## src/design/skv_pkg.sv

```systemverilog
`default_nettype none

package skv_pkg;

	localparam int TABLE_DEPTH = 8;
	localparam int KEY_BITS    = 32;
	localparam int VALUE_BITS  = 32;
	localparam int MODE_W      = 3;
	localparam int STATUS_W    = 2;
	localparam int IDX_W       = $clog2(TABLE_DEPTH);
	localparam int CNT_W       = $clog2(TABLE_DEPTH + 1);

	localparam logic [MODE_W-1:0] MODE_INSERT    = 3'd0;
	localparam logic [MODE_W-1:0] MODE_LOOKUP    = 3'd1;
	localparam logic [MODE_W-1:0] MODE_REMOVE    = 3'd2;
	localparam logic [MODE_W-1:0] MODE_HAS_KEY   = 3'd3;
	localparam logic [MODE_W-1:0] MODE_HAS_VALUE = 3'd4;

	localparam logic [STATUS_W-1:0] STATUS_OK        = 2'd0;
	localparam logic [STATUS_W-1:0] STATUS_NOT_FOUND = 2'd1;
	localparam logic [STATUS_W-1:0] STATUS_DUP_KEY   = 2'd2;
	localparam logic [STATUS_W-1:0] STATUS_FULL      = 2'd3;

	typedef struct packed {
		logic [MODE_W-1:0]     mode;
		logic [KEY_BITS-1:0]   key;
		logic [VALUE_BITS-1:0] value;
	} req_t;

	typedef struct packed {
		logic [STATUS_W-1:0]   status;
		logic                  found;
		logic [VALUE_BITS-1:0] read_value;
		logic [CNT_W-1:0]      entry_count;
	} rsp_t;

endpackage

`default_nettype wire

```

## src/design/skv_table.sv

```systemverilog
`default_nettype none

module skv_table
	import skv_pkg::*;
(
	input  wire logic clk,
	input  wire logic arst_n,
	input  wire req_t req,
	input  wire logic commit,
	output rsp_t      result
);

	logic [KEY_BITS-1:0]   key_store_q   [TABLE_DEPTH];
	logic [VALUE_BITS-1:0] value_store_q [TABLE_DEPTH];
	logic [CNT_W-1:0]      fill_q;

	logic [TABLE_DEPTH-1:0] key_hit;
	logic [TABLE_DEPTH-1:0] value_hit;
	logic [TABLE_DEPTH-1:0] at_or_above;
	logic                   any_key;
	logic                   any_value;
	logic                   full;
	logic [VALUE_BITS-1:0]  hit_value;
	logic                   do_insert;
	logic                   do_remove;
	logic [CNT_W-1:0]       next_fill;

	// compare every valid slot in parallel
	always_comb begin
		hit_value = '0;
		for (int i = 0; i < TABLE_DEPTH; i++) begin
			key_hit[i]   = (CNT_W'(i) < fill_q) && (key_store_q[i] == req.key);
			value_hit[i] = (CNT_W'(i) < fill_q) && (value_store_q[i] == req.value);
			if (key_hit[i])
				hit_value = hit_value | value_store_q[i];
		end
		at_or_above[0] = key_hit[0];
		for (int i = 1; i < TABLE_DEPTH; i++)
			at_or_above[i] = at_or_above[i-1] | key_hit[i];
	end

	assign any_key   = |key_hit;
	assign any_value = |value_hit;
	assign full      = (fill_q >= CNT_W'(TABLE_DEPTH));

	always_comb begin
		result.status      = STATUS_OK;
		result.found       = 1'b0;
		result.read_value  = '0;
		do_insert          = 1'b0;
		do_remove          = 1'b0;
		case (req.mode)
			MODE_INSERT: begin
				if (any_key) begin
					result.status = STATUS_DUP_KEY;
					result.found  = 1'b1;
				end else if (full) begin
					result.status = STATUS_FULL;
				end else begin
					do_insert = 1'b1;
				end
			end
			MODE_LOOKUP: begin
				if (any_key) begin
					result.found      = 1'b1;
					result.read_value = hit_value;
				end else begin
					result.status = STATUS_NOT_FOUND;
				end
			end
			MODE_REMOVE: begin
				if (any_key) begin
					result.found = 1'b1;
					do_remove    = 1'b1;
				end else begin
					result.status = STATUS_NOT_FOUND;
				end
			end
			MODE_HAS_KEY: begin
				if (any_key)
					result.found = 1'b1;
				else
					result.status = STATUS_NOT_FOUND;
			end
			MODE_HAS_VALUE: begin
				if (any_value)
					result.found = 1'b1;
				else
					result.status = STATUS_NOT_FOUND;
			end
			default: begin
			end
		endcase
		next_fill = fill_q;
		if (do_insert)
			next_fill = fill_q + CNT_W'(1);
		else if (do_remove)
			next_fill = fill_q - CNT_W'(1);
		result.entry_count = next_fill;
	end

	always_ff @(posedge clk or negedge arst_n) begin
		if (!arst_n) begin
			fill_q <= '0;
		end else if (commit) begin
			fill_q <= next_fill;
		end
	end

	// slot-wise update: append at the fill point, or move later entries down one
	for (genvar gi = 0; gi < TABLE_DEPTH; gi++) begin : g_slot
		always_ff @(posedge clk) begin
			if (commit && do_insert && (fill_q[IDX_W-1:0] == IDX_W'(gi))) begin
				key_store_q[gi]   <= req.key;
				value_store_q[gi] <= req.value;
			end
			if (gi < TABLE_DEPTH - 1) begin
				if (commit && do_remove && at_or_above[gi]) begin
					key_store_q[gi]   <= key_store_q[(gi + 1) % TABLE_DEPTH];
					value_store_q[gi] <= value_store_q[(gi + 1) % TABLE_DEPTH];
				end
			end
		end
	end

endmodule

`default_nettype wire

```

## src/design/small_key_value_table.sv

```systemverilog
// A request word is captured in the request register; its result word is then
// registered onto rsp once the result register is empty or being taken.
// Throughput: one request per cycle while the consumer holds rsp_ready high; the
// table is searched and updated between the request and result registers.
// Reset (arst_n low) empties the table and clears both stage valids; key and
// value slots are not cleared and are only read once written.
`default_nettype none

module small_key_value_table
	import skv_pkg::*;
(
	input  wire logic clk,
	input  wire logic arst_n,
	input  wire logic req_valid,
	output logic      req_ready,
	input  wire req_t req,
	output logic      rsp_valid,
	input  wire logic rsp_ready,
	output rsp_t      rsp
);

	logic valid_s1;
	req_t req_s1;
	logic rsp_valid_q;
	rsp_t rsp_q;
	rsp_t result;
	logic advance;

	assign advance   = !rsp_valid_q || rsp_ready;
	assign req_ready = !valid_s1 || advance;

	skv_table u_table (
		.clk    (clk),
		.arst_n (arst_n),
		.req    (req_s1),
		.commit (valid_s1 && advance),
		.result (result)
	);

	always_ff @(posedge clk or negedge arst_n) begin
		if (!arst_n) begin
			valid_s1    <= 1'b0;
			rsp_valid_q <= 1'b0;
		end else begin
			if (req_ready)
				valid_s1 <= req_valid;
			if (advance)
				rsp_valid_q <= valid_s1;
		end
	end

	always_ff @(posedge clk) begin
		if (req_valid && req_ready)
			req_s1 <= req;
		// hold the result word while the consumer stalls
		if (advance && valid_s1)
			rsp_q <= result;
	end

	assign rsp_valid = rsp_valid_q;
	assign rsp       = rsp_q;

endmodule

`default_nettype wire

```

## config.mk

```make
export PLATFORM = sky130hd
export DESIGN_NAME = small_key_value_table
export DESIGN_NICKNAME = d
export VERILOG_FILES = /design/src/design/skv_pkg.sv /design/src/design/skv_table.sv /design/src/design/small_key_value_table.sv
export SDC_FILE = /design/constraint.sdc
export NUM_CORES = 1
export LEC_CHECK = 0
export BUFFER_PORTS_ARGS = -buffer_cell sky130_fd_sc_hd__buf_2
export CAP_MARGIN = 20
export CORE_ASPECT_RATIO = 0.5
export CORE_UTILIZATION = 43
export CTS_CLUSTER_DIAMETER = 40
export DETAILED_ROUTE_END_ITERATION = 10
export HOLD_SLACK_MARGIN = 0.1
export SYNTH_ARGS = -nofsm -noshare
export SYNTH_HDL_FRONTEND = slang
export SYNTH_HIERARCHICAL = 1
export SYNTH_SLANG_ARGS = --single-unit
```

## constraint.sdc

```tcl
create_clock -name clk -period 4.5 [get_ports clk]
set_input_delay 0.225 -clock clk [delete_from_list [all_inputs] [get_ports clk]]
set_output_delay 0.225 -clock clk [all_outputs]
set_load 0.02 [all_outputs]
```

==> report_table.html <==
<table>
<tr><th>Metric</th><th>Value</th></tr>
<tr><th colspan="2">Yosys</th></tr>
<tr><td>Post-Syn Area per Cell</td><td>14.7 sq um</td></tr>
<tr><td>Sequential cell area fraction in the yosys report</td><td>57.0%</td></tr>
<tr><td>Synthesized-area fraction occupied by and/or/nand/nor cells</td><td>4.46%</td></tr>
<tr><td>Share of the synthesized netlist area taken by xor and xnor gates</td><td>13.7%</td></tr>
<tr><td>Combined area of all synthesized cells</td><td>32,800 sq um</td></tr>
<tr><td>Post-synthesis cell count</td><td>2,239</td></tr>
<tr><td>Largest area contributor in the netlist</td><td>edfxtp_1</td></tr>
<tr><td>Post-synthesis async set-or-reset flop share</td><td>less than 1%</td></tr>
<tr><td>Number of flops mapped to enable cells by yosys</td><td>about 600</td></tr>
<tr><td>Largest cells by area after synthesis</td><td>edfxtp_1 (57%), mux2_2 (13%), xor2_1 (10%), xnor2_1 (3.4%), mux2_4 (2.2%)</td></tr>
<tr><td>Distinct cell type count after synthesis</td><td>60</td></tr>
<tr><td>Proportion of synthesized area in mux cells</td><td>16.0%</td></tr>
<tr><td>Top_reg_cell synth</td><td>edfxtp_1</td></tr>
<tr><td>Post-synthesis net count</td><td>roughly 2,300</td></tr>
<tr><td>Flip-flop and latch count after synthesis</td><td>624</td></tr>
<tr><td>Area fraction in compound gates after synthesis</td><td>approximately 4.5%</td></tr>
<tr><td>Largest family of logic cells by synthesized area</td><td>multiplexers</td></tr>
<tr><td>Adder and majority gate portion of the synthesized area</td><td>less than 1%</td></tr>
<tr><td>Yosys top cell area share</td><td>between 50 and 60%</td></tr>
<tr><td>Warnings from Yosys</td><td>6</td></tr>
<tr><th colspan="2">Power and ir drop</th></tr>
<tr><td>Switching power</td><td>3.45 mW</td></tr>
<tr><td>Portion of total power attributed to combinational logic</td><td>7.8%</td></tr>
<tr><td>Share of power burned in the clock network</td><td>44.7%</td></tr>
<tr><td>Leakage power</td><td>12.9 nW</td></tr>
<tr><td>Part of the power in registers</td><td>47.5%</td></tr>
<tr><td>IR drop worst, VDD</td><td>between 200 and 300 uV</td></tr>
<tr><td>Sum of internal, switching and leakage power</td><td>14.2 mW</td></tr>
<tr><td>Switching power as a share of total power</td><td>about a quarter</td></tr>
<tr><td>Pint</td><td>between 10 and 15 mW</td></tr>
<tr><td>Power Dens Cells</td><td>roughly 380 nW/um^2</td></tr>
<tr><th colspan="2">Clock network</th></tr>
<tr><td>Clock Root Buffer</td><td>clkbuf_16</td></tr>
<tr><td>Count of hold buffers inserted by post-cts repair</td><td>72</td></tr>
<tr><td>Count of H-tree levels built during CTS</td><td>3</td></tr>
<tr><td>Post-CTS Setup Bufs</td><td>0</td></tr>
<tr><td>Number of gates resized after CTS</td><td>0</td></tr>
<tr><td>Clock buffer count from CTS</td><td>73</td></tr>
<tr><td>Clk pin slew, worst setup/hold paths</td><td>0.07 ns</td></tr>
<tr><td>Clock tree sinks</td><td>about 620</td></tr>
<tr><td>Max Root-Sink Buffers</td><td>3</td></tr>
<tr><td>TritonCTS clock tree</td><td>yes</td></tr>
<tr><td>Clock latency on the worst-skew pair</td><td>0.66 ns</td></tr>
<tr><th colspan="2">Min path</th></tr>
<tr><td>Worst-case hold path end point</td><td>req_s1[7]</td></tr>
<tr><td>Instance count along the most critical hold path</td><td>2</td></tr>
<tr><td>Kind of path behind the tightest hold check</td><td>input port to flop</td></tr>
<tr><td>Hold Path Origin</td><td>req[7]</td></tr>
<tr><th colspan="2">Critical path</th></tr>
<tr><td>Cell with the largest stage delay on the worst path</td><td>buf_4</td></tr>
<tr><td>Cell breakdown of the critical path</td><td>inv_1 -&gt; ha_1 -&gt; nor2b_1 -&gt; o211ai_1 -&gt; or4_1 -&gt; nor4_4 -&gt; nand2b_1 -&gt; o31a_2 -&gt; a41o_4 -&gt; buf_4</td></tr>
<tr><td>Data arrival time at the worst-slack endpoint</td><td>4.57 ns</td></tr>
<tr><td>Launching element type of the critical path</td><td>flop</td></tr>
<tr><td>Nature of the critical path endpoint</td><td>flop</td></tr>
<tr><td>R2R setup slack</td><td>0.20 ns</td></tr>
<tr><td>Peak per-stage delay on the critical path</td><td>0.52 ns</td></tr>
<tr><td>Worst Path Max Fanout</td><td>42</td></tr>
<tr><td>Kind of critical path</td><td>flop to flop</td></tr>
<tr><td>Dominant delay contributor by cell family on the critical path</td><td>simple AND/OR/NAND/NOR gates</td></tr>
<tr><td>Worst path required time</td><td>4.77 ns</td></tr>
<tr><td>CP bufs+invs</td><td>2</td></tr>
<tr><td>Capture instance of the worst register-to-register path</td><td>u_table/key_store_q[1][81]</td></tr>
<tr><td>Number of cells on the worst reg-to-reg path</td><td>10</td></tr>
<tr><td>Source of the worst register-to-register timing path</td><td>u_table/fill_q[0]</td></tr>
<tr><th colspan="2">Global routing</th></tr>
<tr><td>Number of global-route vias before repair</td><td>roughly 20,000</td></tr>
<tr><td>Antenna violations before repair</td><td>6</td></tr>
<tr><td>First-pass GRT wire length</td><td>141 mm</td></tr>
<tr><td>Tot GR Track Use</td><td>25.6%</td></tr>
<tr><td>Overflow after GRT</td><td>0</td></tr>
<tr><td>Pin count of the biggest net entering global routing</td><td>57</td></tr>
<tr><th colspan="2">Layout</th></tr>
<tr><td>Count of non-filler cells in the finished layout</td><td>3,469</td></tr>
<tr><td>Share of final-layout standard cells stronger than drive strength 1</td><td>roughly a third</td></tr>
<tr><td>Synth-to-Final Area Change</td><td>15.2%</td></tr>
<tr><td>Final Net Count</td><td>2,462</td></tr>
<tr><th colspan="2">Place</th></tr>
<tr><td>Number of placed instances, taps included</td><td>3,259</td></tr>
<tr><td>Last weighted congestion value of the routability-driven placer</td><td>0.964</td></tr>
<tr><td>Number of I/O port buffers</td><td>111</td></tr>
<tr><td>HPWL after detailed placement</td><td>66.4 mm</td></tr>
<tr><th colspan="2">STA</th></tr>
<tr><td>Max-slew violations</td><td>0</td></tr>
<tr><td>Hold Fails Final Rpt</td><td>0</td></tr>
<tr><td>Setup violators final</td><td>0</td></tr>
<tr><td>Final worst path period share</td><td>about 96%</td></tr>
<tr><td>Aggregate negative setup slack</td><td>0 ns</td></tr>
<tr><td>RSZ-0062 raised after global routing</td><td>no</td></tr>
<tr><td>Min Tclk post-route</td><td>4.30 ns</td></tr>
<tr><td>Worst rel slew slack</td><td>29.4%</td></tr>
<tr><td>Maximum clock rate</td><td>232 MHz</td></tr>
<tr><td>Slew of the pin with the lowest slew margin</td><td>1.05 ns</td></tr>
<tr><td>Worst clock skew</td><td>0.0313 ns</td></tr>
<tr><th colspan="2">Die</th></tr>
<tr><td>Die area</td><td>between 70,000 and 80,000 sq um</td></tr>
<tr><td>Total number of placement rows</td><td>71</td></tr>
<tr><td>I/O pin total</td><td>~110</td></tr>
<tr><td>Starting density of the core</td><td>about 44%</td></tr>
<tr><td>Die Ht</td><td>197 um</td></tr>
<tr><td>Core ar.</td><td>75,300 sq um</td></tr>
<tr><td>Overall die width</td><td>393 um</td></tr>
<tr><th colspan="2">Drt</th></tr>
<tr><td>Number of vias in the routed layout</td><td>approximately 20,000</td></tr>
<tr><td>Initial DRT Pass Iterations</td><td>6</td></tr>
<tr><td>Post-DRT Antenna Nets</td><td>0</td></tr>
<tr><td>Aggregate routed wire length</td><td>98.7 mm</td></tr>
<tr><td>Vias per Instance</td><td>slightly below 6</td></tr>
<tr><td>Detailed Route Iter0 Violations</td><td>2,022</td></tr>
<tr><td>Post-DR wirelength/cell</td><td>28.5 um</td></tr>
<tr><td>DRC</td><td>0</td></tr>
<tr><th colspan="2">Flow run</th></tr>
<tr><td>Max Cap Viol</td><td>0</td></tr>
<tr><th colspan="2">Status</th></tr>
<tr><td>Result of the run</td><td>finished clean</td></tr>
</table>
==> Yosys cell counts, types with 7 or more instances <==
master      n
buf_1       8
nand2_1    12
a22oi_1    64
nor2_1     12
nor3_1     18
a221oi_1   32
buf_4      86
mux2_2    390
xor2_1    388
edfxtp_1  618
clkbuf_1   36
mux2_1      9
nand3_1    23
nand4_1    46
mux2_4     49
a31oi_1    34
nor4_1     90
xnor2_1   127
buf_2      74
a22o_1     32
ha_1        7
==> routing by layer <==
metal	routed length [um]	track usage, %	vias to the layer above
met2	44600	39.2	896
met4	3940	10.9	6
li1	-	-	8789
met3	8400	6.75	200
met1	41800	34.3	10109
met5	30	0	-
==> cell usage in the layout (no fill, tap or decap), types with 34 or more instances in the layout <==
| cell | netlist | final |
|---|---|---|
| nor4_1 | 90 | 90 |
| mux2_2 | 390 | 390 |
| edfxtp_1 | 618 | 618 |
| mux2_4 | 49 | 49 |
| a22oi_1 | 64 | 64 |
| a31oi_1 | 34 | 34 |
| dlygate4sd3_1 | 0 | 72 |
| clkbuf_16 | 0 | 78 |
| xnor2_1 | 127 | 127 |
| buf_4 | 86 | 78 |
| buf_2 | 74 | 111 |
| xor2_1 | 388 | 388 |
| nand4_1 | 46 | 46 |
==> per-stage QoR <==
step / instance area, sq um / worst slack (ns) / util (%) / hold slack (ns)
floorplan: 32800 / 0.0288 / - / -0.0706
global placement: 34500 / 0.293 / 45.9 / 0.0613
detailed placement: 34500 / 0.250 / 45.9 / 0.0619
CTS: 37800 / 0.210 / 50.2 / 0.234
global route: 37800 / 0.0290 / 50.2 / 0.260
finish: 37800 / 0.196 / 50.2 / 0.277
==> worst register-to-register path, stage by stage (launching register included) <==
cell      delay [ns]
dfrtp_1         0.48
inv_1           0.15
ha_1            0.39
nor2b_1         0.47
o211ai_1        0.18
or4_1           0.48
nor4_4          0.51
nand2b_1        0.29
o31a_2          0.26
a41o_4          0.12
buf_4           0.52
==> power by group through the flow <==
stage,Combinational [mW],Clock (mW),Sequential [mW]
after CTS,1.11,6.46,6.76
after floorplan,0.775,0,6.73
final,1.12,6.36,6.76
after global placement,1.05,0,6.88
after detailed placement,1.05,0,6.88
after global routing,1.19,6.68,6.78
==> registers in the layout (all words and copies together), names as in the netlist <==
name,flops
rsp,39
u_table/key_store_q,256
u_table/value_store_q,256
rsp_valid,1
u_table/fill_q,4
valid_s1,1
req_s1,67
==> logic make-up (layout without fill, tap and decap cells) <==
family | Yosys count | count (layout)
other | 0 | 3
xor gates and xnor gates | 515 | 515
adders and majority gates | 7 | 7
AOI/OAI and AO/OA | 192 | 192
buffers and inverters | 216 | 421
and+or+nand+nor | 233 | 233
DFF | 624 | 624
muxes | 452 | 452
==> layout make-up <==
type | instances | area, sq um
Fill cell | 6450 | 37500
Sequential cell | 624 | 18700
Multi-Input combinational cell | 1399 | 13000
Timing Repair Buffer | 282 | 2280
Clock buffer | 85 | 1980
Tap cell | 1022 | 1280
Clock inverter | 50 | 576
Inverter | 4 | 15.0
Antenna cell | 3 | 7.51
==> how the worst max path moves through the flow <==
stage	from	endpoint	slack, ns	cells after the start
floorplan	rsp_valid	u_table/key_store_q[0][100]	0.03	8
global placement	u_table/fill_q[0]	u_table/key_store_q[1][81]	0.29	10
detailed placement	u_table/fill_q[0]	u_table/key_store_q[1][81]	0.25	10
CTS	u_table/fill_q[0]	u_table/key_store_q[1][81]	0.21	10
global route	u_table/fill_q[0]	u_table/key_store_q[1][81]	0.03	10
finish	u_table/fill_q[0]	u_table/key_store_q[1][81]	0.20	10
Note: power is estimated with default switching activity, not from simulation.
